$ cat src/rtl/rk4_pkg.sv
// Shared constants, latencies and the pipeline control type for the RK4 step unit.
// No dependencies; every other file refers to it by scoped names.
package rk4_pkg;

  localparam int WORD_WIDTH_DEF = 32;
  localparam int FRAC_BITS_DEF  = 16;

  localparam int STEP_BITS = 17;
  localparam logic [STEP_BITS-1:0] STEP_RESET = 17'd6554;

  localparam int MUL_LAT   = 3;
  localparam int SLOPE_LAT = 2 * MUL_LAT + 1;
  localparam int PRE_LAT   = 2;

  localparam int DIV_DIGITS = 8;
  localparam int DIV_EDGE   = 6;
  localparam int DIV_MID    = 3;

  typedef struct packed {
    logic valid;
    logic ovf;
  } ctl_t;

endpackage

$ cat src/rtl/rk4_sat_add.sv
// Saturating signed adder of two words with an overflow flag.
// Uses rk4_pkg for the default word width.
module rk4_sat_add #(
  parameter int WORD_WIDTH = rk4_pkg::WORD_WIDTH_DEF
) (
  input  logic signed [WORD_WIDTH-1:0] a,
  input  logic signed [WORD_WIDTH-1:0] b,
  output logic signed [WORD_WIDTH-1:0] sum,
  output logic                         sat
);

  logic signed [WORD_WIDTH:0] full;

  assign full = {a[WORD_WIDTH-1], a} + {b[WORD_WIDTH-1], b};
  assign sat  = full[WORD_WIDTH] ^ full[WORD_WIDTH-1];
  assign sum  = sat ? {full[WORD_WIDTH], {(WORD_WIDTH-1){~full[WORD_WIDTH]}}}
                    : full[WORD_WIDTH-1:0];

endmodule

$ cat config.mk
export PLATFORM = sky130hd
export DESIGN_NAME = rk4_sat_add
export DESIGN_NICKNAME = d
export VERILOG_FILES = /design/src/rtl/rk4_pkg.sv /design/src/rtl/rk4_sat_add.sv
export SDC_FILE = /design/constraint.sdc
export NUM_CORES = 1
export LEC_CHECK = 0
export ABC_CLOCK_PERIOD_IN_PS = 3100
export CAP_MARGIN = 20
export CORE_UTILIZATION = 45
export DETAILED_ROUTE_END_ITERATION = 10
export DONT_BUFFER_PORTS = 1
export PLACE_DENSITY = 0.62
export SLEW_MARGIN = 20
export SYNTH_ARGS = -nofsm -noshare
export SYNTH_HDL_FRONTEND = slang
export SYNTH_SLANG_ARGS = --single-unit
$ cat constraint.sdc
create_clock -name vclk -period 3.1
set_input_delay 0.31 -clock vclk [all_inputs]
set_output_delay 0.31 -clock vclk [all_outputs]
set_load 0.005 [all_outputs]
==> flow_metrics.env <==
export IMPL_outcome="finished, final reports clean"
export IMPL_ios=97
export IMPL_seq_area_frac_synth_pct=0
export IMPL_cp_end_kind="output port"
export IMPL_dpl_hpwl_mm=4.54
export IMPL_portBuffers=0
export IMPL_min_period_ps=2940
export IMPL_crit_required_ps=2790
export IMPL_fin_total_pwr_uw=631
export IMPL_nClkBuffers=0
export IMPL_ys_types=56
export IMPL_floorplan_initialDensity_pct=47.4
export IMPL_ir_drop_mv=0.126
export IMPL_avgSynthCellArea_sq_um=7.22
export IMPL_met2_usage_pct=37.5
export IMPL_layout_drive_gt1_share_pct=13.1
export IMPL_drc=0
export IMPL_fin_ws_ps=163
export IMPL_core_area_sq_mm=0.00441
export IMPL_grt_overflow=0
export IMPL_die_width_um=70.2
export IMPL_final_nets=396
export IMPL_syn_to_final_growth_pct=8.36
export IMPL_grt_pass1_wl_mm=8.72
export IMPL_cp_cell_sequence="ha_1 > nand2_1 > nor4_2 > a211oi_2 > nor3_2 > o21ai_2 > nand2_2 > mux2i_2 > buf_4 > a31o_1"
export IMPL_max_cap_violations=0
export IMPL_grt_use_met3_pct=1.73
export IMPL_wl_per_cell_um=15.6
export IMPL_p_per_area_mw_per_mm2=278
export IMPL_grt_busiest_layer="met2"
export IMPL_slew_viol_final=0
export IMPL_crit_cells=10
export IMPL_syn_nets=387
export IMPL_die_area_sq_mm=0.00493
export IMPL_fmax_mhz=340
export IMPL_grt_pass1_vias=1971
export IMPL_tns_ps=0
export IMPL_cp_top_family="simple AND/OR/NAND/NOR gates"
export IMPL_antenna_found_initial=0
export IMPL_crit_type="input pin to output port"
export IMPL_endpoint="sum[23]"
export IMPL_mostFrequentLayoutCell="a21o_1"
export IMPL_relSlewSlack_pct=59.9
export IMPL_met1_usage_pct=27.4
export IMPL_grtUsageTotal_pct=20.5
export IMPL_synth_top_area_share_pct=19.1
export IMPL_ys_top_cells_by_area="ha_1 (19%), a21o_1 (15%), a21oi_1 (7.2%)"
export IMPL_multi_input_area_sq_mm=0.00203
export IMPL_rsz0062_at_grt="no"
export IMPL_worst_slew_pin_slew_ps=597
export IMPL_ant_nets=0
export IMPL_seq_cells=0
export IMPL_hold_path_class="input pin to output port"
export IMPL_n_antenna_cell=0
export IMPL_worstSetupStartpointType="input pin"
export IMPL_syn_area_sq_mm=0.00209
export IMPL_num_rows=24
export IMPL_critPathBufInv=1
export IMPL_cp_slowest_stage_delay_ps=450
export IMPL_pre_cts_ws_ps=6.51
export IMPL_finalCritPeriodShare_pct=94.7
export IMPL_p_leak_nw=1.11
export IMPL_critical_path_arrival_ps=2630
export IMPL_dr_pass1_iters=4
export IMPL_die_h_um=70.2
export IMPL_n_fill_cell=473
export IMPL_wl_mm=5.44
export IMPL_setup_viol=0
export IMPL_ys_warn_count=0
export IMPL_hold_viol=0
export IMPL_layout_common_cells="a21o_1 (42), ha_1 (32), a21oi_1 (30)"
export IMPL_startpoint="a[10]"
export IMPL_synthCells=290
export IMPL_drt_iter0_drc=58
export IMPL_grt_max_degree=17
export IMPL_seqCellArea_sq_um=0
export IMPL_vias_per_cell=6.38
export IMPL_gp_congestion=0.845
export IMPL_num_vias=2228
export IMPL_path_max_fanout=6
export IMPL_slowest_stage="nor4_2"
export IMPL_synth_largest_area_cell="ha_1"
where the power goes:
group / total [mW] / switching (mW) / leakage [nW] / internal (mW)
clock: 0 / 0 / 0 / 0
combinational: 0.631 / 0.347 / 1.11 / 0.284
sequential: 0 / 0 / 0 / 0
total: 0.631 / 0.347 / 1.11 / 0.284
cell families (layout without fill, tap and decap cells):
logic type,Yosys count,count (layout),share of synthesized area [%]
compound gates,135,135,46.2
simple gates,75,75,16.7
xor+xnor,27,27,11.6
mux,1,1,0.657
buf+inv,18,25,4.18
fa+ha+maj,34,34,20.5
what timing repair did:
item	CTS	global route
pin swaps	0	1
gates resized for setup	1	3
hold buffers	0	0
setup endpoints to repair	2	31
endpoints found under the hold margin	0	0
setup buffers	0	0
worst min-delay path by stage:
stage | start | to | depth (start not counted)
4_1_cts | b[0] | sum[0] | 2
6_report | b[0] | sum[0] | 2
3_3_place_gp | b[0] | sum[0] | 2
3_5_place_dp | b[0] | sum[0] | 2
5_1_grt | b[0] | sum[0] | 2
2_1_floorplan | b[0] | sum[0] | 2
layer usage:
| metal | vias up | part of all wire, % |
|---|---|---|
| li1 | 1121 | - |
| met1 | 1043 | 46 |
| met2 | 62 | 48 |
| met3 | 2 | 5.2 |
| met4 | 0 | 0.11 |
| met5 | - | 0 |
synthesized netlist by cell type, types with 2 or more instances:
cell	number
a211o_1	4
a211oi_1	3
a211oi_2	2
a21boi_0	2
a21o_1	42
a21oi_1	30
a31o_1	2
a31oi_1	2
a41o_1	2
a41oi_1	2
and2_1	2
buf_2	4
buf_4	2
clkbuf_1	3
ha_1	32
inv_1	4
inv_2	3
nand2_1	22
nand2b_1	3
nand3_1	8
nand4_1	3
nor2_1	24
nor3_1	5
o211a_1	2
o211ai_1	5
o21a_1	7
o21ai_0	8
o21ai_1	5
o21ai_2	2
o21bai_1	4
o31ai_1	2
xnor2_1	15
xor2_1	11
per-stage QoR:
step	instance area [sq um]	utilization [%]	hold WS (ps)	instances
2_1_floorplan	2090	-	838	290
3_3_place_gp	2250	51.0	844	349
3_5_place_dp	2250	51.0	846	349
4_1_cts	2260	51.2	846	349
5_1_grt	2270	51.4	854	349
6_report	2270	51.4	841	349
layout make-up:
cell class / instances / share of cell area (%)
tap: 52 / 2.87
multi-input combinational: 272 / 89.5
timing repair buffer: 17 / 6.34
inverter: 8 / 1.32
No activity file was read; power rests on OpenSTA's default activity.
