`src/rtl/rk4_pkg.sv`:
```
// Shared constants, latencies and the pipeline control type for the RK4 step unit.
// No dependencies; every other file refers to it by scoped names.
package rk4_pkg;

  localparam int WORD_WIDTH_DEF = 32;
  localparam int FRAC_BITS_DEF  = 16;

  localparam int STEP_BITS = 17;
  localparam logic [STEP_BITS-1:0] STEP_RESET = 17'd6554;

  localparam int MUL_LAT   = 3;
  localparam int SLOPE_LAT = 2 * MUL_LAT + 1;
  localparam int PRE_LAT   = 2;

  localparam int DIV_DIGITS = 8;
  localparam int DIV_EDGE   = 6;
  localparam int DIV_MID    = 3;

  typedef struct packed {
    logic valid;
    logic ovf;
  } ctl_t;

endpackage

```
`src/rtl/rk4_cdiv.sv`:
```
// Pipelined signed division by a small constant, rounded to nearest on the magnitude,
// a byte of quotient bits per stage. Depends on rk4_pkg.
module rk4_cdiv #(
  parameter int WORD_WIDTH = rk4_pkg::WORD_WIDTH_DEF,
  parameter int DIVISOR    = rk4_pkg::DIV_MID
) (
  input  logic                         clk,
  input  logic                         en,
  input  logic signed [WORD_WIDTH-1:0] v,
  output logic signed [WORD_WIDTH-1:0] q
);

  localparam int DIGITS = rk4_pkg::DIV_DIGITS;
  localparam int STAGES = (WORD_WIDTH + DIGITS - 1) / DIGITS;
  localparam int RW     = $clog2(DIVISOR);
  localparam logic [RW:0]           DIV_C = (RW+1)'(DIVISOR);
  localparam logic [WORD_WIDTH-1:0] BIAS  = WORD_WIDTH'(DIVISOR / 2);

  logic [WORD_WIDTH-1:0] mag;
  logic [RW-1:0]         rem      [STAGES+1];
  logic [WORD_WIDTH-1:0] num      [STAGES+1];
  logic [WORD_WIDTH-1:0] quo      [STAGES+1];
  logic                  neg      [STAGES+1];
  logic [RW-1:0]         rem_next [STAGES];
  logic [WORD_WIDTH-1:0] num_next [STAGES];
  logic [WORD_WIDTH-1:0] quo_next [STAGES];

  assign mag = v[WORD_WIDTH-1] ? WORD_WIDTH'(-v) : WORD_WIDTH'(v);

  always_comb begin
    logic [RW:0] trial;
    trial = '0;
    for (int s = 0; s < STAGES; s++) begin
      rem_next[s] = rem[s];
      num_next[s] = num[s];
      quo_next[s] = quo[s];
      for (int i = 0; i < DIGITS; i++) begin
        if (s * DIGITS + i < WORD_WIDTH) begin
          trial       = {rem_next[s], num_next[s][WORD_WIDTH-1]};
          num_next[s] = {num_next[s][WORD_WIDTH-2:0], 1'b0};
          if (trial >= DIV_C) begin
            rem_next[s] = RW'(trial - DIV_C);
            quo_next[s] = {quo_next[s][WORD_WIDTH-2:0], 1'b1};
          end else begin
            rem_next[s] = trial[RW-1:0];
            quo_next[s] = {quo_next[s][WORD_WIDTH-2:0], 1'b0};
          end
        end
      end
    end
  end

  always_ff @(posedge clk) begin
    if (en) begin
      rem[0] <= '0;
      num[0] <= mag + BIAS;
      quo[0] <= '0;
      neg[0] <= v[WORD_WIDTH-1];
      for (int s = 0; s < STAGES; s++) begin
        rem[s+1] <= rem_next[s];
        num[s+1] <= num_next[s];
        quo[s+1] <= quo_next[s];
        neg[s+1] <= neg[s];
      end
      q <= neg[STAGES] ? -quo[STAGES] : quo[STAGES];
    end
  end

endmodule

```
`config.mk`:
```
export PLATFORM = sky130hd
export DESIGN_NAME = rk4_cdiv
export DESIGN_NICKNAME = d
export VERILOG_FILES = /design/src/rtl/rk4_pkg.sv /design/src/rtl/rk4_cdiv.sv
export SDC_FILE = /design/constraint.sdc
export NUM_CORES = 1
export LEC_CHECK = 0
export ABC_CLOCK_PERIOD_IN_PS = 9800
export BUFFER_PORTS_ARGS = -buffer_cell sky130_fd_sc_hd__clkbuf_2
export CAP_MARGIN = 15
export CORE_UTILIZATION = 61
export DETAILED_ROUTE_END_ITERATION = 10
export MAX_ROUTING_LAYER = met4
export PLACE_DENSITY = 0.83
export SLEW_MARGIN = 40
export SYNTH_ARGS = -nofsm -noshare
export SYNTH_HDL_FRONTEND = slang
export SYNTH_SLANG_ARGS = --single-unit
```
`constraint.sdc`:
```
create_clock -name clk -period 9.8 [get_ports clk]
set_input_delay 2.45 -clock clk [delete_from_list [all_inputs] [get_ports clk]]
set_output_delay 2.45 -clock clk [all_outputs]
set_load 0.03 [all_outputs]
```
==> qor.yml <==
clocking:
  holdBufCountCts: 0
  root_buffer: "clkbuf_16"
  clockBufferDepth: 2
  clock-sinks: 199
  cts_tree: "yes"
  h-tree-depth: 4
  cts_made_buffers: 17
  clock_latency_ps: 430
  clk_pin_slew_ps: 70
route:
  wl_met1_um: 7810
  vias_per_cell: 5.86
  wl_per_cell_um: 13.7
  via_count: 6975
  drt_iter0_markers: 393
  firstDrtPassIters: 8
  routed-wl-met3_um: 603
  drc: 1
  wl_um: 16300
  wl_met2_um: 7800
  antenna_left: 0
  maxUsedRoutingLayer: "met4"
setup_path:
  worstPathRequired_ps: 9960
  slowest_delay_ps: 520
  crit_type: "reg2reg"
  end_kind: "flop"
  cp.arrival_ps: 9130
  worstPathMaxFanout: 10
  path_common_cell: "ha_1"
  worst_path_max_delay_cell: "nor4_2"
  reg2reg_depth: 36
  cp-start-kind: "flop"
placed_design:
  gp_congestion: 0.836
  port_buffers: 65
  dpl.hpwl_um: 11200
  place_inst: 1159
  placed_area_um2: 11200
yosys:
  synthesis.nets: 964
  synth.avg_cell_area_um2: 12.0
  ys_types: 85
  synth_area_leaders: "edfxtp_1 56%, xnor2_1 4.7%, ha_1 3.8%"
  synth-seq-cells: 199
  ys.flop_type: "edfxtp_1"
  syn_inst: 897
  yosysMostFrequentCell: "edfxtp_1"
  yosysTopAreaCell: "edfxtp_1"
  synth_area_um2: 10700
  synth_top_area_share_pct: 55.7
  yosysWarnings: 0
  synth_enable_flop_cells: 199
  yosysSeqAreaShare_pct: 55.7
  ys_top_cells_by_count: "199 x edfxtp_1, 63 x nor2_1, 60 x nand2_1"
  async_reset_ff_share_pct: 0
timing:
  timing.setup.tns_ps: 0
  slew_viol_final: 0
  relSlewSlack_pct: 47.2
  fin_crit_ps: 8960
  hold_violations: 0
  rsz0062_at_grt: "false"
  fin_skew_ps: 15.9
  tightest_slew_ps: 772
  final-setup-viol-count: 0
  post-route-period-util_pct: 91.5
  timing.fmax_mhz: 112
floorplanning:
  core-area_um2: 17200
  initial_utilization_pct: 62.3
  die_w_um: 135
  die_h_um: 135
  rows: 48
  ioPinCount: 66
  dieArea_um2: 18100
grt:
  antenna_found_initial: 0
  first_global_vias: 6014
  track_usage_pct: 19.0
  grt_max_degree: 107
  grt_overflow_total: 0
  grt_first_pass_wirelength_um: 26900
final_layout:
  final_nets: 1021
  final_area_um2: 11900
  final_util_pct: 68.8
  instances_no_fill: 1191
  layout-drive-gt1-share_pct: 14.6
  diodes: 0
  syn_to_final_growth_pct: 10.4
worst_hold_path:
  worstHoldPathType: "reg2reg"
  worstHoldPathCells: 0
power:
  power.density_nw_per_um2: 259
  p_leak_nw: 4.25
  peakVddDrop_v: 0.000161
  fin_total_pwr_mw: 3.07
status:
  status: "complete, but fails checks"
  violations: "design-rule violations"
job:
  maxCapViolCount: 0
-- where the power goes --
part | internal, mW | switching [mW] | total [mW]
clock | 0.405 | 0.297 | 0.702
sequential | 1.16 | 0.0881 | 1.25
combinational | 0.476 | 0.639 | 1.12
-- worst paths after layout --
check	startpoint	endpoint	slack, ps
worst max register to register	rem[0][4]$_DFFE_PP_	rem[0][6]$_DFFE_PP_	840
worst min register to register	quo[0][37]$_DFFE_PP_	quo[0][77]$_DFFE_PP_	410
worst min-delay path	quo[0][37]$_DFFE_PP_	quo[0][77]$_DFFE_PP_	410
worst max-delay path	rem[0][4]$_DFFE_PP_	rem[0][6]$_DFFE_PP_	840
-- logic make-up after synthesis --
family / after synthesis / synth area share, %
simple gates: 288 / 14.4
compound gates: 209 / 14.5
flops: 199 / 55.7
xor+xnor: 90 / 7.35
buf+inv: 59 / 2.27
fa+ha+maj: 33 / 3.85
mux: 19 / 1.87
-- registers in the layout (all words and copies together), names as in the netlist --
register,cells
quo,76
rem,6
neg,5
q,32
num,80
-- worst max-delay path, delay by kind of cell (launching register included) --
kind	cells	cell delay, ps
flops	1	500
mux	2	610
fa+ha+maj	8	2250
buf+inv	1	100
compound gates	13	2590
simple gates	12	2620
-- layout make-up --
cell class | count | area [um2]
Clock buffer | 18 | 429
Clock inverter | 13 | 173
Fill cell | 1216 | 5390
Inverter | 30 | 113
Multi-Input combinational cell | 639 | 4520
Sequential cell | 199 | 5980
Tap cell | 225 | 282
Timing Repair Buffer | 67 | 357
-- through the flow --
step	setup slack, ps	hold WS (ps)
after floorplan	1780	400
after global placement	1250	400
after detailed placement	782	405
after CTS	757	418
after global routing	27.8	423
final	837	414
-- what timing repair did --
item | 4_1_cts | 5_1_grt
endpoints found under the setup margin | 0 | 2
gates resized for setup | 0 | 1
hold endpoints to repair | 0 | 0
buffers inserted | 0 | 0
-- cell usage in the layout, fill, tap and decap left out, types with 14 or more instances in the layout --
master | netlist | routed
nor2_1 | 63 | 63
edfxtp_1 | 199 | 199
or4_1 | 14 | 14
or3_1 | 18 | 18
a21oi_1 | 32 | 32
nand2_1 | 60 | 60
o21ai_0 | 37 | 37
clkbuf_2 | 0 | 63
xnor2_1 | 58 | 58
o31ai_1 | 19 | 19
xor2_1 | 32 | 32
ha_1 | 33 | 33
clkbuf_16 | 0 | 17
nor2b_1 | 20 | 20
inv_1 | 30 | 30
nor3_1 | 22 | 22
o41ai_1 | 14 | 14
nand2b_1 | 15 | 15
-- metal layers --
metal	up-vias	GRT usage (%)
met1	3245	24.9
met4	0	6.49
met5	-	-
li1	3572	-
met3	8	3.38
met2	150	30.0
Note: power is estimated with default switching activity, not from simulation.
