[src/rtl/rk4_pkg.sv]
// Shared constants, latencies and the pipeline control type for the RK4 step unit.
// No dependencies; every other file refers to it by scoped names.
package rk4_pkg;

  localparam int WORD_WIDTH_DEF = 32;
  localparam int FRAC_BITS_DEF  = 16;

  localparam int STEP_BITS = 17;
  localparam logic [STEP_BITS-1:0] STEP_RESET = 17'd6554;

  localparam int MUL_LAT   = 3;
  localparam int SLOPE_LAT = 2 * MUL_LAT + 1;
  localparam int PRE_LAT   = 2;

  localparam int DIV_DIGITS = 8;
  localparam int DIV_EDGE   = 6;
  localparam int DIV_MID    = 3;

  typedef struct packed {
    logic valid;
    logic ovf;
  } ctl_t;

endpackage

[src/rtl/rk4_sat_add.sv]
// Saturating signed adder of two words with an overflow flag.
// Uses rk4_pkg for the default word width.
module rk4_sat_add #(
  parameter int WORD_WIDTH = rk4_pkg::WORD_WIDTH_DEF
) (
  input  logic signed [WORD_WIDTH-1:0] a,
  input  logic signed [WORD_WIDTH-1:0] b,
  output logic signed [WORD_WIDTH-1:0] sum,
  output logic                         sat
);

  logic signed [WORD_WIDTH:0] full;

  assign full = {a[WORD_WIDTH-1], a} + {b[WORD_WIDTH-1], b};
  assign sat  = full[WORD_WIDTH] ^ full[WORD_WIDTH-1];
  assign sum  = sat ? {full[WORD_WIDTH], {(WORD_WIDTH-1){~full[WORD_WIDTH]}}}
                    : full[WORD_WIDTH-1:0];

endmodule

[src/rtl/rk4_pre.sv]
// Two-stage predictor input y + k/2, halving rounded on the magnitude, sum saturated.
// Depends on rk4_pkg and rk4_sat_add.
module rk4_pre #(
  parameter int WORD_WIDTH = rk4_pkg::WORD_WIDTH_DEF
) (
  input  logic                         clk,
  input  logic                         rst,
  input  logic                         en,
  input  logic signed [WORD_WIDTH-1:0] y,
  input  logic signed [WORD_WIDTH-1:0] k,
  input  rk4_pkg::ctl_t                ctl_in,
  output logic signed [WORD_WIDTH-1:0] y_out,
  output rk4_pkg::ctl_t                ctl_out
);

  logic [WORD_WIDTH-1:0]        k_mag;
  logic [WORD_WIDTH-1:0]        half_mag;
  logic signed [WORD_WIDTH-1:0] half_next;
  logic signed [WORD_WIDTH-1:0] half;
  logic signed [WORD_WIDTH-1:0] y_hold;
  logic signed [WORD_WIDTH-1:0] y_sum;
  logic                         y_sat;
  rk4_pkg::ctl_t                ctl_a;

  assign k_mag     = k[WORD_WIDTH-1] ? WORD_WIDTH'(-k) : WORD_WIDTH'(k);
  assign half_mag  = WORD_WIDTH'(({1'b0, k_mag} + (WORD_WIDTH+1)'(1)) >> 1);
  assign half_next = k[WORD_WIDTH-1] ? -half_mag : half_mag;

  always_ff @(posedge clk) begin
    if (en) begin
      half   <= half_next;
      y_hold <= y;
    end
  end

  always_ff @(posedge clk) begin
    if (rst) begin
      ctl_a <= '0;
    end else if (en) begin
      ctl_a <= ctl_in;
    end
  end

  rk4_sat_add #(.WORD_WIDTH(WORD_WIDTH)) u_add (
    .a(y_hold), .b(half), .sum(y_sum), .sat(y_sat)
  );

  always_ff @(posedge clk) begin
    if (en) begin
      y_out <= y_sum;
    end
  end

  always_ff @(posedge clk) begin
    if (rst) begin
      ctl_out <= '0;
    end else if (en) begin
      ctl_out.valid <= ctl_a.valid;
      ctl_out.ovf   <= ctl_a.ovf | y_sat;
    end
  end

endmodule

[config.mk]
export PLATFORM = sky130hd
export DESIGN_NAME = rk4_pre
export DESIGN_NICKNAME = d
export VERILOG_FILES = /design/src/rtl/rk4_pkg.sv /design/src/rtl/rk4_sat_add.sv /design/src/rtl/rk4_pre.sv
export SDC_FILE = /design/constraint.sdc
export NUM_CORES = 1
export LEC_CHECK = 0
export BUFFER_PORTS_ARGS = -buffer_cell sky130_fd_sc_hd__buf_2
export CELL_PAD_IN_SITES_DETAIL_PLACEMENT = 1
export CELL_PAD_IN_SITES_GLOBAL_PLACEMENT = 1
export CORE_UTILIZATION = 45
export CTS_CLUSTER_SIZE = 28
export DETAILED_ROUTE_END_ITERATION = 7
export GPL_ROUTABILITY_DRIVEN = 0
export PLACE_DENSITY = 0.81
export SETUP_SLACK_MARGIN = 0.4
export SKIP_LAST_GASP = 1
export SLEW_MARGIN = 10
export SYNTH_ARGS = -nofsm -noshare
export SYNTH_HDL_FRONTEND = slang
export SYNTH_HIERARCHICAL = 1
export SYNTH_SLANG_ARGS = --single-unit
[constraint.sdc]
create_clock -name clk -period 12.8 [get_ports clk]
set_input_delay 1.28 -clock clk [delete_from_list [all_inputs] [get_ports clk]]
set_output_delay 1.28 -clock clk [all_outputs]
set_load 0.02 [all_outputs]
==> results of run 1 <==
synth_stat cells (16+ instances only):
cell	count
nor3_1	22
xnor2_1	57
xor2_1	55
edfxtp_1	96
nand4_1	16
nor2_1	66
ha_1	35
o21ai_0	55
clkbuf_1	18
a21oi_1	48
nand2_1	69
nand3_1	21
cell type report:
class | instances | share of cell area (%)
sequential | 100 | 32.7
clock buffer | 9 | 2.48
tap | 229 | 3.16
timing repair buffer | 104 | 5.82
multi-input combinational | 708 | 54.7
inverter | 12 | 0.497
clock inverter | 7 | 0.662
path summary, 6_finish.rpt:
path / start / end / slack [ns] / depth (start not counted)
worst max-delay path: k[0] / half[21] / 7.11 / 14
worst min-delay path: ctl_out[0] / ctl_out[0] / 0.50 / 2
worst max register to register: half[0] / y_out[6] / 9.27 / 10
worst min register to register: ctl_out[0] / ctl_out[0] / 0.50 / 2
worst reg2reg max path, delay by kind of cell (launching register included):
kind | cells | cell delay [ns]
and+or+nand+nor | 3 | 0.84
AOI/OAI and AO/OA | 5 | 1.32
DFF | 1 | 0.41
adders and majority gates | 2 | 0.67
power by group through the flow:
stage	Clock (mW)	Combinational, mW	Sequential (mW)
after floorplan	0	0.288	0.496
after global placement	0	0.428	0.457
after detailed placement	0	0.442	0.461
after CTS	0.266	0.446	0.454
after global routing	0.274	0.494	0.458
final	0.258	0.447	0.452
metal layers:
metal	global-route usage [%]	part of all wire, %	up-vias
met3	1.59	2.5	20
met4	7.75	1.5	0
li1	-	-	3408
met5	0	0	-
met2	38.5	48	128
met1	30.7	48	3356
cells by family (layout without fill, tap and decap cells):
group,count (synthesis),in the layout
AO/OA/AOI/OAI,248,248
XOR/XNOR,114,114
adder cells (fa/ha/maj),37,37
buffers and inverters,56,132
flip-flops,100,100
multiplexers,8,8
AND/OR/NAND/NOR,301,301
per-stage QoR:
stage	utilization [%]	hold WS, ns	power (mW)
2_1_floorplan	-	0.460	0.785
3_3_place_gp	49.1	0.469	0.885
3_5_place_dp	49.1	0.490	0.903
4_1_cts	50.7	0.504	1.17
5_1_grt	50.7	0.524	1.23
6_report	50.7	0.499	1.16
sequential cells by signal (all words and copies together) (netlist names):
signal   flops
ctl_out      2
y_hold      32
ctl_a        2
y_out       32
half        32
==> impl_metrics.yaml, run 1 <==
logic_synthesis:
  synth_xor_area_share_pct: 12.5
  yosys-top-cells-area: "edfxtp_1 (35%), xnor2_1 (6.1%), xor2_1 (5.9%)"
  synth_top_family_by_area: "compound AO/OA/AOI/OAI gates"
  synthSimpleGateAreaFrac_pct: 19.7
  synthCells: 864
  synthAdderAreaFrac_pct: 5.70
  syn_nets: 969
  yosysWarnings: 6
  yosysTopAreaCell: "edfxtp_1"
  synth-compound-area-share_pct: 21.6
  synth-edff-count: 96
  synth_ff_type: "edfxtp_1"
  ys_ff_latch: 100
  synth_area_per_cell_um2: 9.50
  async_flop_share_pct: 0
  synthDistinctLibCells: 99
  synthMuxAreaShare_pct: 1.01
  synth.top_cell.area_share_pct: 35.1
  ys_seq_area_share_pct: 36.1
  synthesis.area_um2: 8200
layout:
  regArea_um2: 2960
  final_common_cell: "buf_2"
  syn2layout_area_growth_pct: 10.6
  stdcell_count: 1169
  num-fill-cells: 2111
  layout-drive-gt1-share_pct: 17.2
  fin_area_um2: 9070
  layout.nets: 1040
  multi_input_area_um2: 4960
  num_antenna_cells: 0
  layout_common_cells: "buf_2 (101), edfxtp_1 (96), nand2_1 (69)"
clock_network:
  postCtsSetupBuffers: 0
  cts_hold_buffers: 0
  h-tree-depth: 3
  post_cts_resized: 0
  insertion_delay_ns: 0.35
  cts_tree: "done"
  clk_pin_slew_ns: 0.07
  numClockSinks: 100
  clock_path_buffers: 2
  cts_buffers: 9
  root_buffer: "clkbuf_16"
pwr:
  switching_share_pct: 36.8
  power_frac_comb_pct: 38.6
  power.switching_mw: 0.426
  irDropWorstVdd_v: 0.0000960
  seq_power_share_pct: 39.1
  p_per_area_nw_per_um2: 128
  p_clk_share_pct: 22.3
  power_leakage_nw: 3.31
  internal_power_mw: 0.731
drt:
  drcViolationCount: 0
  vias: 6912
  ant_nets: 0
  detail_route.wirelength_um: 20800
  wl_per_cell_um: 17.8
  drt_iter0_markers: 335
  first_pass_iters: 4
  vias_per_cell: 5.91
worst_setup_path:
  crit_type: "in -> reg"
  start_kind: "input pin"
  path_delay_family: "simple AND/OR/NAND/NOR gates"
  max_stage_delay_ns: 0.67
  crit_chain: "buf_2 -> inv_1 -> ha_1 -> or3b_1 -> a221oi_2 -> nand4bb_1 -> nor2_1 -> o22ai_1 -> nor4bb_1 -> o2111ai_1 -> or3_1 -> nand4_1 -> o21a_1 -> a32oi_1"
  endpoint_kind: "flip-flop"
  cp.buffers_inverters: 2
  crit_slowest_cell: "nor4bb_1"
  crit_fanout: 13
  cp_data_arrival_time_ns: 5.76
  critical_path_required_ns: 12.87
placed_design:
  portBuffers: 102
  place_worst_setup_slack_ns: 6.76
  dpl.hpwl_um: 16200
  place_area_um2: 8790
  dp_cells: 1153
global_route:
  antenna_found_initial: 0
  grt_pass1_vias: 6706
  grt_max_degree: 74
  gr-total-overflow: 0
  grt_pass1_wl_um: 33600
  grtUsageTotal_pct: 22.8
die:
  num_rows: 49
  initial_core_util_pct: 45.8
  die_w_um: 137
  die_area_um2: 18800
  core-area_um2: 17900
  io_pins: 103
  dieHeight_um: 137
timing:
  finalSetupViolations: 0
  period_minus_slack_ns: 5.69
  fin_ws_ns: 7.11
  tns_ns: 0
  tightest_slew_ns: 0.821
  fin_crit_sh_pct: 44.4
  slew_headroom_pct: 45.2
  finalHoldViolCount: 0
  fmax_mhz: 176
  drv_slew: 0
  clock_skew_ns: 0.00958
  grt_setup_unrepaired: "no"
flow_run:
  cap_violations: 0
run_status:
  outcome: "completed"
min_path:
  hold_class: "reg -> reg"
(Power assumes the default switching activity.)
==> run 2, diff against run 1 <==
CORE_UTILIZATION = 42   (was 45)
PLACE_DENSITY = 0.8   (was 0.81)
clock period = 4.8 ns   (was 12.8 ns; I/O delays follow)
==> run 2 against run 1 <==
Routed wire length about the same. Hold slack got worse by 0.20 ns. Worst setup slack got worse by 6.5 ns. Clock skew up 0.0013 ns. Largest power group unchanged.
==> impl_metrics.yaml, run 2 (synthesized netlist as in run 1, its figures left out) <==
layout:
  fin_area_um2: 9310
  reg.largest.list: "half x32, y_hold x32, y_out x32"
  fin_util_pct: 49.1
  layout_common_cells: "buf_2 (101), edfxtp_1 (96), nand2_1 (69)"
  syn2layout_area_growth_pct: 13.5
  final_common_cell: "buf_2"
  stdcell_count: 1218
  layout.nets: 1058
  layout-drive-gt1-share_pct: 19.9
  num_antenna_cells: 0
worst_setup_path:
  start_kind: "input pin"
  crit_fanout: 10
  rrSetupSlack_ns: 1.31
  endpoint_kind: "flip-flop"
  crit_type: "in -> reg"
  cp_data_arrival_time_ns: 4.25
  critical_path_required_ns: 4.87
drt:
  drt_iter0_markers: 356
  vias: 6798
  first_pass_iters: 4
  vias_per_cell: 5.58
  detail_route.wirelength_um: 20800
  drcViolationCount: 0
  ant_nets: 0
  wl_per_cell_um: 17.1
clock_network:
  numClockSinks: 100
  clk_pin_slew_ns: 0.07
  root_buffer: "clkbuf_16"
  cts_tree: "done"
  insertion_delay_ns: 0.35
  clock_path_buffers: 2
  cts_buffers: 9
  h-tree-depth: 3
die:
  die_w_um: 142
  core-area_um2: 19000
  io_pins: 103
  num_rows: 50
  initial_core_util_pct: 43.3
  die_area_um2: 20100
  dieHeight_um: 142
timing:
  tightest_slew_ns: 0.645
  drv_slew: 0
  period_minus_slack_ns: 4.18
  tns_ns: 0
  finalHoldViolCount: 0
  fin_crit_sh_pct: 87.0
  holdWs_ns: 0.299
  finalSetupViolations: 0
  slew_headroom_pct: 57.0
  fmax_mhz: 239
  grt_setup_unrepaired: "no"
  clock_skew_ns: 0.0108
placed_design:
  dp_cells: 1201
  place_area_um2: 8970
  dpl.hpwl_um: 16800
  portBuffers: 102
run_status:
  outcome: "completed"
global_route:
  antenna_found_initial: 0
  grt_pass1_vias: 6644
  grt_pass1_wl_um: 33700
  gr-total-overflow: 0
  grt_max_degree: 54
  grtUsageTotal_pct: 20.9
pwr:
  power_leakage_nw: 3.44
  irDropWorstVdd_v: 0.000140
  p_per_area_nw_per_um2: 331
flow_run:
  cap_violations: 0
min_path:
  hold_class: "in -> reg"
## run 2: cell count changes in the layout (fill, tap and decap cells not counted), moves of 2 or more
cell and change:
buf_4 +18, nor3b_1 -2, nor3b_2 +2, o41ai_1 -2
o41ai_2 +2
## run 2: stage by stage
step / power, mW / setup slack, ns
2_1_floorplan: 2.10 / 0.406
4_1_cts: 3.11 / 0.407
5_1_grt: 3.27 / 0.415
3_5_place_dp: 2.42 / 0.0485
6_report: 3.08 / 0.622
3_3_place_gp: 2.37 / 0.186
## run 2: power by group
part	switching [mW]	internal, mW	total [mW]
Clock	0.324	0.358	0.682
Sequential	0.0457	1.16	1.20
Combinational	0.756	0.442	1.20
## run 2: worst max-delay path, cell delays in order
cell	delay, ns
buf_2	0.15
or4_4	0.64
o41ai_1	0.47
xor2_1	0.15
or4_1	0.53
or4_1	0.56
xnor2_2	0.27
o2111ai_1	0.23
or3_4	0.43
nand4_1	0.11
o21a_1	0.12
a32oi_1	0.09
## run 2: what timing repair did
action / CTS / global route
resized for setup: 0 / 10
setup buffers: 0 / 1
setup endpoints to repair: 0 / 8
hold buffers: 0 / 0
## run 2: final timing paths
path,startpoint,end,cells after the start
setup / recovery,k[3],half[21],12
setup reg to reg,half[0],y_out[6],10
hold reg to reg,ctl_a[1],ctl_a[1],2
hold / removal,y[19],y_hold[19],1
## run 2: area by class of cell
class                   instances  area, um^2
clock inverters                 7        57.6
clock buffers                   9         225
fillers                      2243        9650
inverters                      12        45.0
flip-flops and latches        100        2960
repair buffers                122         663
well taps                     260         325
multi-input cells             708        5030
## run 2: metal layers
layer	wire [um]	global-route usage [%]	vias up
met2	10100	36.3	109
li1	-	-	3440
met5	0	0	-
met4	195	4.87	0
met3	534	1.92	13
met1	9940	28.0	3236
==> run 3, diff against run 2 <==
CAP_MARGIN = 10   (was default)
CORE_UTILIZATION = 45   (was 42)
PLACE_DENSITY = 0.81   (was 0.8)
clock period = 4.7 ns   (was 4.8 ns; I/O delays follow)
==> run 3 against run 2 <==
Non-clock buffer count rose by 9. Sequential share of layout area fell by 0.31 points. Sequential power barely moved. Clock skew barely moved. Routed wire length rose by 5.3%. Utilization rose by 3.4 points. Flip-flop and latch count did not move. Critical path type unchanged. Register-to-register slack got worse by 0.13 ns. First-iteration DRC count rose by 5.3%. Critical path depth rose by 3.
==> impl_metrics.yaml, run 3 (synthesized netlist as in run 1, its figures left out) <==
layout:
  num_antenna_cells: 0
  fin_area_um2: 9400
  reg.largest.list: "half x32, y_hold x32, y_out x32"
  stdcell_count: 1196
  layout_common_cells: "buf_2 (101), edfxtp_1 (96), nand2_1 (69)"
  layout.nets: 1067
  syn2layout_area_growth_pct: 14.5
  layout-drive-gt1-share_pct: 21.6
  final_common_cell: "buf_2"
clock_network:
  clock_path_buffers: 2
  cts_buffers: 9
  cts_tree: "done"
  insertion_delay_ns: 0.35
  root_buffer: "clkbuf_16"
  h-tree-depth: 3
  numClockSinks: 100
  clk_pin_slew_ns: 0.07
  cts_hold_buffers: 0
global_route:
  grt_pass1_vias: 6901
  grt_pass1_wl_um: 35200
  gr-total-overflow: 0
  grt_max_degree: 55
  grtUsageTotal_pct: 23.8
  antenna_found_initial: 0
drt:
  detail_route.wirelength_um: 21900
  wl_per_cell_um: 18.3
  drt_iter0_markers: 375
  vias_per_cell: 5.81
  first_pass_iters: 4
  vias: 6948
  ant_nets: 0
  drcViolationCount: 0
timing:
  tns_ns: 0
  tightest_slew_ns: 0.667
  finalHoldViolCount: 0
  drv_slew: 0
  fin_crit_sh_pct: 87.3
  clock_skew_ns: 0.0108
  fmax_mhz: 244
  fin_ws_ns: 0.595
  grt_setup_unrepaired: "yes"
  period_minus_slack_ns: 4.11
  slew_headroom_pct: 55.5
  finalSetupViolations: 0
placed_design:
  dp_cells: 1179
  portBuffers: 102
  place_worst_setup_slack_ns: 0.0468
  dpl.hpwl_um: 17100
  place_area_um2: 9060
min_path:
  hold_class: "in -> reg"
worst_setup_path:
  critical_path_required_ns: 4.79
  endpoint_kind: "flip-flop"
  crit_type: "in -> reg"
  crit_fanout: 8
  cp_data_arrival_time_ns: 4.20
  start_kind: "input pin"
die:
  num_rows: 49
  initial_core_util_pct: 45.8
  core-area_um2: 17900
  dieHeight_um: 137
  die_w_um: 137
  io_pins: 103
  die_area_um2: 18800
pwr:
  total_power_mw: 3.20
  p_per_area_nw_per_um2: 340
  power_leakage_nw: 3.49
  irDropWorstVdd_v: 0.000203
run_status:
  outcome: "completed"
flow_run:
  cap_violations: 0
run 3: cell count changes in the layout (fill, tap and decap cells not counted), sizes merged:
cell | before | now
buf | 122 | 131
clkinvlp | 1 | 0
inv | 15 | 16
run 3: area by class of cell:
cell class                      count  area, um^2
Clock buffer                        9         225
Inverter                           12        45.0
Timing Repair Buffer              131         731
Fill cell                        2089        8500
Multi-Input combinational cell    708        5090
Clock inverter                      7        58.8
Tap cell                          229         287
Sequential cell                   100        2960
run 3: final timing paths:
path	end	slack, ns	from	depth (start not counted)
worst max-delay path	half[26]	0.59	k[0]	15
worst min-delay path	y_hold[30]	0.29	y[30]	1
worst max register to register	y_out[6]	1.18	half[0]	10
worst min register to register	ctl_out[0]	0.50	ctl_out[0]	2
run 3: what timing repair did:
| action | CTS | global route |
|---|---|---|
| endpoints found under the setup margin | 1 | 8 |
| setup buffers | 1 | 0 |
| endpoints found under the hold margin | 0 | 0 |
| pin swaps | 1 | 1 |
| resized for setup | 0 | 10 |
run 3: critical path, stage by stage:
cell and delay [ns]:
buf_2 0.15, inv_1 0.07, ha_2 0.23, or3b_4 0.46, o41ai_2 0.28, xor2_1 0.14
or4_4 0.60, or4_4 0.51, xnor2_2 0.25, o211ai_2 0.15, nor4_4 0.26, buf_4 0.19
nand2_2 0.08, o31ai_2 0.24, xnor2_1 0.12
run 3: where the power goes:
part | leakage (nW) | internal (mW) | total (mW) | switching [mW]
sequential | 0.972 | 1.18 | 1.23 | 0.0509
clock | 0.140 | 0.369 | 0.711 | 0.342
combinational | 2.38 | 0.458 | 1.25 | 0.795
run 3: per-stage QoR:
step | hold slack (ns) | utilization [%]
floorplan | 0.460 | -
global placement | 0.473 | 50.6
detailed placement | 0.502 | 50.6
CTS | 0.278 | 52.2
global route | 0.272 | 52.5
finish | 0.290 | 52.5
run 3: layer usage:
| layer | vias up | wire (um) | track usage (%) |
|---|---|---|---|
| met1 | 3343 | 10200 | 31.0 |
| met5 | - | 0 | 0 |
| met4 | 0 | 349 | 7.02 |
| met2 | 128 | 10800 | 41.4 |
| met3 | 21 | 598 | 2.48 |
| li1 | 3456 | - | - |
