$ cat src/rtl/rk4_pkg.sv
// Shared constants, latencies and the pipeline control type for the RK4 step unit.
// No dependencies; every other file refers to it by scoped names.
package rk4_pkg;

  localparam int WORD_WIDTH_DEF = 32;
  localparam int FRAC_BITS_DEF  = 16;

  localparam int STEP_BITS = 17;
  localparam logic [STEP_BITS-1:0] STEP_RESET = 17'd6554;

  localparam int MUL_LAT   = 3;
  localparam int SLOPE_LAT = 2 * MUL_LAT + 1;
  localparam int PRE_LAT   = 2;

  localparam int DIV_DIGITS = 8;
  localparam int DIV_EDGE   = 6;
  localparam int DIV_MID    = 3;

  typedef struct packed {
    logic valid;
    logic ovf;
  } ctl_t;

endpackage

$ cat src/rtl/rk4_delay.sv
// Enabled shift line that aligns a value with a later pipeline stage.
// Uses rk4_pkg for default width and depth.
module rk4_delay #(
  parameter int WIDTH = rk4_pkg::WORD_WIDTH_DEF,
  parameter int DEPTH = rk4_pkg::MUL_LAT
) (
  input  logic             clk,
  input  logic             rst,
  input  logic             en,
  input  logic [WIDTH-1:0] d,
  output logic [WIDTH-1:0] q
);

  logic [WIDTH-1:0] line [DEPTH];

  always_ff @(posedge clk) begin
    if (rst) begin
      for (int i = 0; i < DEPTH; i++) begin
        line[i] <= '0;
      end
    end else if (en) begin
      line[0] <= d;
      for (int i = 1; i < DEPTH; i++) begin
        line[i] <= line[i-1];
      end
    end
  end

  assign q = line[DEPTH-1];

endmodule

$ cat config.mk
export PLATFORM = sky130hd
export DESIGN_NAME = rk4_delay
export DESIGN_NICKNAME = d
export VERILOG_FILES = /design/src/rtl/rk4_pkg.sv /design/src/rtl/rk4_delay.sv
export SDC_FILE = /design/constraint.sdc
export NUM_CORES = 1
export LEC_CHECK = 0
export BUFFER_PORTS_ARGS = -buffer_cell sky130_fd_sc_hd__clkbuf_2
export CAP_MARGIN = 5
export CORE_MARGIN = 2
export CORE_UTILIZATION = 46
export CTS_BUF_LIST = sky130_fd_sc_hd__clkbuf_8
export CTS_CLUSTER_DIAMETER = 30
export CTS_CLUSTER_SIZE = 24
export DETAILED_ROUTE_END_ITERATION = 16
export GPL_ROUTABILITY_DRIVEN = 1
export HOLD_SLACK_MARGIN = 0.03
export PLACE_DENSITY = 0.66
export SLEW_MARGIN = 20
export SYNTH_ARGS = -nofsm -noshare
export SYNTH_HDL_FRONTEND = slang
export SYNTH_SLANG_ARGS = --single-unit
$ cat constraint.sdc
create_clock -name clk -period 4.91 [get_ports clk]
set_input_delay 0.982 -clock clk [delete_from_list [all_inputs] [get_ports clk]]
set_output_delay 0.982 -clock clk [all_outputs]
set_load 0.03 [all_outputs]
==> results of run 1 <==
synth_stat cells, drive strengths merged:
master and number:
and3b 96, edfxtp 96, clkbuf 6, or2 1
buf 46
cell usage in the layout, fill, tap and decap left out:
cell type / count
sky130_fd_sc_hd__and3b_1: 30
sky130_fd_sc_hd__and3b_2: 66
sky130_fd_sc_hd__buf_4: 3
sky130_fd_sc_hd__bufinv_16: 1
sky130_fd_sc_hd__clkbuf_2: 66
sky130_fd_sc_hd__clkbuf_8: 9
sky130_fd_sc_hd__clkinv_1: 3
sky130_fd_sc_hd__clkinv_2: 1
sky130_fd_sc_hd__clkinv_4: 1
sky130_fd_sc_hd__clkinvlp_4: 1
sky130_fd_sc_hd__edfxtp_1: 96
sky130_fd_sc_hd__or2_4: 1
power by group through the flow:
| stage | sequential, uW | clock, uW | combinational, uW |
|---|---|---|---|
| 2_1_floorplan | 990 | 0 | 118 |
| 3_3_place_gp | 991 | 0 | 127 |
| 3_5_place_dp | 994 | 0 | 130 |
| 4_1_cts | 975 | 503 | 130 |
| 5_1_grt | 979 | 533 | 140 |
| 6_report | 974 | 491 | 128 |
path summary, 6_finish.rpt:
check              startpoint     endpoint  slack, ns  cells after the start
hold reg to reg   line[0][36]  line[0][68]       0.56                      1
setup reg to reg   line[0][0]  line[0][32]       4.09                      1
hold / removal    line[0][36]  line[0][68]       0.56                      1
setup / recovery           en  line[0][36]       2.64                      3
per-layer routing:
layer,wire (um),global-route usage (%),part of all wire (%)
met3,244,2.25,4.4
met4,121,7.27,2.2
met2,2680,17.3,49
met1,2440,14.1,44
met5,0,0,0
area by class of cell:
| class | instances | area, um^2 | area share (%) |
|---|---|---|---|
| clock buffers | 9 | 124 | 2.76 |
| clock inverters | 7 | 62.6 | 1.39 |
| multi-input cells | 97 | 932 | 20.8 |
| flip-flops and latches | 96 | 2880 | 64.2 |
| well taps | 108 | 135 | 3.01 |
| repair buffers | 69 | 353 | 7.86 |
stage by stage:
stage               setup WS, ns  power, uW  util [%]  cells  hold WS [ns]
CTS                         2.61       1610      51.0    386         0.558
floorplan                   1.13       1110         -    245         0.531
finish                      2.64       1590      51.0    386         0.556
global route                2.51       1650      51.0    386         0.572
global placement            2.29       1120      48.9    370         0.534
detailed placement          2.24       1120      48.9    370         0.538
logic make-up after synthesis:
family	count (synthesis)	share of synthesized area, %
buf+inv	52	9.37
flops	96	68.5
simple gates	97	22.1
==> results.cfg, run 1 <==
[drt]
route.vias.total = 1885
drt-vias-per-instance = 4.88
ant_nets = 0
drt-pass1-iter-count = 4
detail_route.wirelength_um = 5500
drcViolationCount = 0
wl_per_cell_um = 14.2
drt_iter0_markers = 67

[floorplanning]
io_pins = 67
fp.dieArea_mm2 = 0.00993
core_area_mm2 = 0.00881
initial_util_pct = 47.8
floorplan_die_width_um = 99.6
floorplan.die.height_um = 99.6
rows = 34

[global_route]
grt_start_max_net_pins = 97
overflow = 0
grt_pass1_vias = 1723
antenna_found_initial = 0
grt.total_usage_pct = 11.1
grt_pass1_wl_um = 8450

[finish]
nets = 308
num-fill-cells = 737
final_cell_area_mm2 = 0.00449
synthToLayoutAreaGrowth_pct = 6.72
largestRegisters = line x96
share_of_layout_cells_above_drive_strength_1_pct = 53.6
insertedDiodeCount = 0
largest_reg_flops = 96
max_flop_register = line

[placement]
post_place_cell_area_mm2 = 0.00430
gpl.final_weighted_congestion = 0.662
placement.io_buffers = 66

[synthesis]
synth_largest_area_cell = sky130_fd_sc_hd__edfxtp_1
netlist_top_cells_area = sky130_fd_sc_hd__edfxtp_1, sky130_fd_sc_hd__and3b_2, sky130_fd_sc_hd__and3b_1
ys.warnings.count = 0
mappedNetlistArea_mm2 = 0.00421
synth_largest_type_area_fraction_pct = 68.5
post_synth_num_cell_types = 9
synth.ff_latch_count = 96
yosysSeqAreaShare_pct = 68.5
number_of_nets_in_the_synthesized_netlist = 280
syn-instance-count = 245
syn_avg_cell_area_um2 = 17.2

[clocking]
cts_post_setup_buffers_inserted = 0
clock-sinks = 96
htreeDepth = 3
clock_tree_from_tritoncts = done
cts_max_path_buffers = 2
cts_buffers = 9
hold_buffers = 0
clock-root-buffer = sky130_fd_sc_hd__clkbuf_8
ctsResizeCount = 0
clk_latency_ns = 0.34
clk_pin_slew_ns = 0.08

[timing]
final_cycle_utilization_of_the_critical_path_pct = 46.3
worst_slew_margin_rel_pct = 40.9
max_freq_mhz = 440
finalSetupViolations = 0
tightest_slew_ns = 0.886
min_period_ns = 2.27
hold_violations = 0
timing.final.max_slew_violations = 0
grt_setup_unrepaired = false
fin_worst_skew_ns = 0.00880
totalNegativeSetupSlack_ns = 0

[critical_path]
timing.critical_path.max_delay_family = simple AND/OR/NAND/NOR gates
crit_path_end_kind = register
worstPathBufferInverterCount = 2
required_time_at_the_endpoint_of_the_critical_path_ns = 4.92
worstPathMaxFanout = 67
criticalPathCategory = primary input to register
critical_path_slowest_stage_cell = sky130_fd_sc_hd__or2_4
path_cells = clkbuf_2, or2_4, buf_4
critical_path_arrival_ns = 2.28
critPathMaxStageDelay_ns = 0.71
timing.critical_path.from_type = primary input

[pwr]
clock_power_share_pct = 30.8
power.switching_uw = 352
power_report.internal_total_uw = 1240
power.switching_fraction_pct = 22.1
peakVddDrop_mv = 0.148
power.share.sequential_pct = 61.1
power_density_mw_per_mm2 = 355
power_leakage_uw = 0.00210
comb_power_share_pct = 8.0

[status]
outcome = completed

[job]
cap_violations = 0

[worst_hold_path]
holdCritPathClass = register to register
No activity file was read; power rests on OpenSTA's default activity.
==> run 2: changes to the inputs <==
ABC_AREA = 1   (was not set)
clock period = 2.25 ns   (was 4.91 ns; I/O delays follow)
==> results.cfg, run 2 <==
[status]
outcome = completed

[critical_path]
worstPathBufferInverterCount = 1
crit_path_end_kind = output pin
critical_path_slowest_stage_cell = sky130_fd_sc_hd__edfxtp_1
worstRegToRegCells = 2
critical_path_arrival_ns = 0.95
critPathMaxStageDelay_ns = 0.40
rr_endpoint = line[0][59]
worstPathMaxFanout = 1
worst_r2r_startpoint = line[0][27]
ff2ff_setup_slack_ns = 1.51
timing.critical_path.max_delay_family = flip-flops
required_time_at_the_endpoint_of_the_critical_path_ns = 1.80
path_cells = clkbuf_2
timing.critical_path.from_type = register
criticalPathCategory = register to output pin
crit_path_start = line[0][83]

[clocking]
ctsResizeCount = 0
cts_max_path_buffers = 2
clk_pin_slew_ns = 0.09
htreeDepth = 3
clock-root-buffer = sky130_fd_sc_hd__clkbuf_8
clock-sinks = 96
cts_post_setup_buffers_inserted = 0
clk_latency_ns = 0.35
cts_buffers = 9
hold_buffers = 0
clock_tree_from_tritoncts = done

[pwr]
power_report.internal_total_uw = 2570
power.share.sequential_pct = 63.0
power.switching_fraction_pct = 23.5
clock_power_share_pct = 28.2
comb_power_share_pct = 8.8
power_leakage_uw = 0.00200
power_density_mw_per_mm2 = 758
peakVddDrop_mv = 0.334
power.switching_uw = 791

[synthesis]
post_synth_num_cell_types = 10
number_of_nets_in_the_synthesized_netlist = 368
syn-instance-count = 333
syn_avg_cell_area_um2 = 12.2
synth.ff_latch_count = 96
synth_largest_area_cell = sky130_fd_sc_hd__edfxtp_1
synth_ff_type = sky130_fd_sc_hd__edfxtp_1
mappedNetlistArea_mm2 = 0.00406
netlist_top_cells_area = sky130_fd_sc_hd__edfxtp_1, sky130_fd_sc_hd__inv_1, sky130_fd_sc_hd__nor2_2
yosysSeqAreaShare_pct = 71.1
ys.warnings.count = 0
synth_enable_flop_cells = 96
synth_common_cells = sky130_fd_sc_hd__inv_1, sky130_fd_sc_hd__edfxtp_1, sky130_fd_sc_hd__nor2_1
yosysMostFrequentCell = sky130_fd_sc_hd__inv_1
synth_largest_type_area_fraction_pct = 71.1
postSynth.asyncResetShare_pct = 0

[floorplanning]
floorplan_die_width_um = 97.9
fp.dieArea_mm2 = 0.00959
io_pins = 67
floorplan.die.height_um = 97.9
rows = 34
initial_util_pct = 47.0
core_area_mm2 = 0.00864

[finish]
synthToLayoutAreaGrowth_pct = 9.41
largest_reg_flops = 96
max_flop_register = line
insertedDiodeCount = 0
largestRegisters = line x96
nets = 407
instances_no_fill = 485
share_of_layout_cells_above_drive_strength_1_pct = 33.4
layout_commonest_cell = sky130_fd_sc_hd__inv_1
layout.cells.most_common_list = sky130_fd_sc_hd__inv_1, sky130_fd_sc_hd__edfxtp_1, sky130_fd_sc_hd__clkbuf_2
num-fill-cells = 803

[timing]
finalSetupViolations = 0
final_cycle_utilization_of_the_critical_path_pct = 62.1
max_freq_mhz = 715
worst_slew_margin_rel_pct = 72.6
timing.final.max_slew_violations = 0
hold_violations = 0
fin_worst_skew_ns = 0.00809
min_period_ns = 1.40
totalNegativeSetupSlack_ns = 0
grt_setup_unrepaired = false
tightest_slew_ns = 0.410

[drt]
drt_iter0_markers = 69
drt-pass1-iter-count = 4
route.vias.total = 1978
drcViolationCount = 0
wl_per_cell_um = 10.1
ant_nets = 0
drt-vias-per-instance = 4.08
detail_route.wirelength_um = 4920

[job]
cap_violations = 0

[global_route]
grt_pass1_wl_um = 8330
antenna_found_initial = 0
grt.total_usage_pct = 11.2
overflow = 0
grt_pass1_vias = 1831
grt_start_max_net_pins = 41

[placement]
dp_hpwl_um = 3140
placement.io_buffers = 66
gpl.final_weighted_congestion = 0.706
numPlacedInstances = 469

[worst_hold_path]
holdCritStartpoint = d[24]
holdCritPathClass = primary input to register
hold-path-cell-count = 3
hold_path_end = line[0][24]
## run 2: changes by cell type in the layout (fill, tap and decap cells not counted)
cell and change:
sky130_fd_sc_hd__and3b_1 -30, sky130_fd_sc_hd__nor2_1 +56, sky130_fd_sc_hd__clkinv_1 -3, sky130_fd_sc_hd__nand2_4 +1, sky130_fd_sc_hd__buf_4 -3, sky130_fd_sc_hd__clkinv_2 +1, sky130_fd_sc_hd__and3b_2 -66, sky130_fd_sc_hd__bufinv_16 -1
sky130_fd_sc_hd__clkinvlp_4 +1, sky130_fd_sc_hd__buf_12 +4, sky130_fd_sc_hd__nor2_2 +40, sky130_fd_sc_hd__inv_1 +99
## run 2: routing by layer
layer / up-vias / routed length (um) / track usage, %
met2: 45 / 2460 / 17.8
met3: 6 / 257 / 3.72
li1: 1041 / - / -
met1: 886 / 2110 / 13.8
met5: - / 0 / 0
met4: 0 / 93 / 5.45
## run 2: power by group through the flow
stage                     clock network, uW  registers, uW  logic (uW)
after floorplan                           0           2160         258
after global placement                    0           2160         292
after detailed placement                  0           2170         299
after CTS                               984           2120         300
after global routing                   1060           2140         328
final                                   949           2120         295
## run 2: kinds of logic after synthesis
| logic type | count (synthesis) | share of synthesized area, % |
|---|---|---|
| buffers and inverters | 139 | 17.3 |
| and+or+nand+nor | 98 | 11.7 |
| DFF | 96 | 71.1 |
## run 2: through the flow
stage / cell area (um^2) / total power (uW) / hold WS (ns) / setup WS, ns / util [%]
2_1_floorplan: 4060 / 2420 / 0.519 / 0.182 / -
3_3_place_gp: 4270 / 2450 / 0.521 / 0.706 / 49.5
3_5_place_dp: 4270 / 2460 / 0.530 / 0.672 / 49.5
4_1_cts: 4440 / 3410 / 0.376 / 0.829 / 51.4
5_1_grt: 4440 / 3520 / 0.376 / 0.807 / 51.4
6_report: 4440 / 3370 / 0.391 / 0.852 / 51.4
## run 2: worst max-delay path by stage
| stage | endpoint | slack [ns] | depth (start not counted) |
|---|---|---|---|
| after CTS | q[14] | 0.83 | 1 |
| after global placement | line[0][75] | 0.71 | 3 |
| final | q[19] | 0.85 | 1 |
| after global routing | q[19] | 0.81 | 1 |
| after detailed placement | line[0][76] | 0.67 | 3 |
| after floorplan | line[0][0] | 0.18 | 1 |
## run 2: area by class of cell
| cell class | instances | area [um^2] | area share [%] |
|---|---|---|---|
| multi-input cells | 98 | 480 | 10.8 |
| flip-flops and latches | 96 | 2880 | 65.0 |
| well taps | 108 | 135 | 3.04 |
| inverters | 97 | 364 | 8.20 |
| repair buffers | 70 | 410 | 9.25 |
| clock inverters | 7 | 41.3 | 0.930 |
| clock buffers | 9 | 124 | 2.79 |
==> run 3: changes to the inputs <==
PLACE_DENSITY = 0.69   (was 0.66)
clock period = 1.15 ns   (was 2.25 ns; I/O delays follow)
==> results.cfg, run 3 (synthesized netlist as in run 2, its figures left out) <==
[status]
outcome = finished with violations
violations = negative setup slack

[critical_path]
worst-path-stages = 1
worst_r2r_startpoint = line[0][12]
timing.critical_path.max_delay_family = flip-flops
worstPathBufferInverterCount = 1
crit_path_start = line[0][79]
critical_path_arrival_ns = 0.95
crit_path_end_kind = output pin
path_cells = buf_8
worstRegToRegCells = 2
critical_path_slowest_stage_cell = sky130_fd_sc_hd__edfxtp_1
criticalPathCategory = register to output pin
worstPathMaxFanout = 1
timing.critical_path.from_type = register
required_time_at_the_endpoint_of_the_critical_path_ns = 0.92
ff2ff_setup_slack_ns = 0.37
critPathMaxStageDelay_ns = 0.44

[finish]
layout.cells.most_common_list = sky130_fd_sc_hd__inv_1, sky130_fd_sc_hd__edfxtp_1, sky130_fd_sc_hd__nor2_1
synthToLayoutAreaGrowth_pct = 17.9
largest_reg_flops = 96
largestRegisters = line x96
share_of_layout_cells_above_drive_strength_1_pct = 33.8
max_flop_register = line
insertedDiodeCount = 0
num-fill-cells = 731
nets = 409
layout.area.seq_mm2 = 0.00288
multi_input_gate_area_um2 = 480
layout_commonest_cell = sky130_fd_sc_hd__inv_1
final_cell_area_mm2 = 0.00478

[drt]
ant_nets = 0
drt-pass1-iter-count = 4
drcViolationCount = 0
drt_iter0_markers = 59
detail_route.wirelength_um = 5180
drt-vias-per-instance = 4.18
wl_per_cell_um = 10.6
route.vias.total = 2034

[clocking]
clk_pin_slew_ns = 0.09
clock-sinks = 96
clock_tree_from_tritoncts = done
clock-root-buffer = sky130_fd_sc_hd__clkbuf_8
hold_buffers = 0
cts_max_path_buffers = 2
cts_buffers = 9
htreeDepth = 3
clk_latency_ns = 0.35

[placement]
gpl.final_weighted_congestion = 0.669
placement.io_buffers = 66
dp_hpwl_um = 3270
post_place_cell_area_mm2 = 0.00431

[timing]
grt_setup_unrepaired = true
final_cycle_utilization_of_the_critical_path_pct = 102
fin_worst_skew_ns = 0.00809
timing.final.max_slew_violations = 0
min_period_ns = 1.18
totalNegativeSetupSlack_ns = -0.0385
worst_slew_margin_rel_pct = 87.0
setup_ws_ns = -0.0287
max_freq_mhz = 848
hold_violations = 0
finalSetupViolations = 3
tightest_slew_ns = 0.195

[floorplanning]
io_pins = 67
floorplan.die.height_um = 97.9
fp.dieArea_mm2 = 0.00959
floorplan_die_width_um = 97.9
core_area_mm2 = 0.00864
initial_util_pct = 47.0
rows = 34

[pwr]
power.switching_fraction_pct = 21.9
power.share.sequential_pct = 58.2
comb_power_share_pct = 9.7
power_report.internal_total_uw = 5590
power.switching_uw = 1570
power_density_mw_per_mm2 = 1500
power_leakage_uw = 0.00211
peakVddDrop_mv = 0.706
clock_power_share_pct = 32.1

[global_route]
grt_pass1_vias = 2048
grt.total_usage_pct = 11.8
grt_start_max_net_pins = 38
grt_pass1_wl_um = 8710
overflow = 0
antenna_found_initial = 0

[worst_hold_path]
holdCritPathClass = primary input to register
holdCritStartpoint = d[13]
hold-path-cell-count = 3

[job]
cap_violations = 0
==> run 3: cell count changes in the layout (fill, tap and decap cells not counted), moves of 2 or more <==
cell	change
sky130_fd_sc_hd__bufinv_16	+2
sky130_fd_sc_hd__buf_8	+4
sky130_fd_sc_hd__clkbuf_2	-32
sky130_fd_sc_hd__buf_6	+8
sky130_fd_sc_hd__buf_12	+2
sky130_fd_sc_hd__clkbuf_8	+19
==> run 3: power groups by stage <==
| stage | Combinational (uW) | Sequential, uW | Clock (uW) |
|---|---|---|---|
| detailed placement | 603 | 4240 | 0 |
| CTS | 680 | 4170 | 2360 |
| global placement | 585 | 4230 | 0 |
| global route | 754 | 4190 | 2510 |
| floorplan | 507 | 4220 | 0 |
| finish | 693 | 4170 | 2300 |
==> run 3: through the flow <==
step	total power (uW)	hold slack [ns]	std cells	utilization (%)	worst slack (ns)
after floorplan	4730	0.438	333	-	-0.216
after global placement	4810	0.521	471	49.9	0.0603
after detailed placement	4840	0.529	471	49.9	0.0544
after CTS	7210	0.157	487	54.8	-0.0457
after global routing	7460	0.171	487	55.4	-0.0669
final	7160	0.174	487	55.4	-0.0287
==> run 3: layout make-up <==
type / count / share of cell area (%)
Timing Repair Buffer: 72 / 14.8
Clock inverter: 7 / 1.83
Clock buffer: 9 / 2.59
Multi-Input combinational cell: 98 / 10.0
Inverter: 97 / 7.61
Sequential cell: 96 / 60.3
Tap cell: 108 / 2.83
==> run 3: worst min-delay path, cell delays in order <==
cell	delay, ns
sky130_fd_sc_hd__clkbuf_2	0.07
sky130_fd_sc_hd__inv_1	0.03
sky130_fd_sc_hd__nor2_1	0.08
==> run 3: worst paths after layout <==
check | endpoint
worst max register to register | line[0][44]
worst min register to register | line[0][84]
worst max-delay path | q[15]
worst min-delay path | line[0][13]
==> run 3: what timing repair did <==
item	in CTS	in global routing
resized for setup	48	35
setup buffers	0	0
endpoints found under the setup margin	25	32
==> run 3: routing by layer <==
| layer | share of wire, % | track usage (%) |
|---|---|---|
| met1 | 41 | 12.5 |
| met2 | 50 | 20.3 |
| met3 | 4.3 | 2.79 |
| met4 | 4.6 | 8.55 |
| met5 | 0 | 0 |
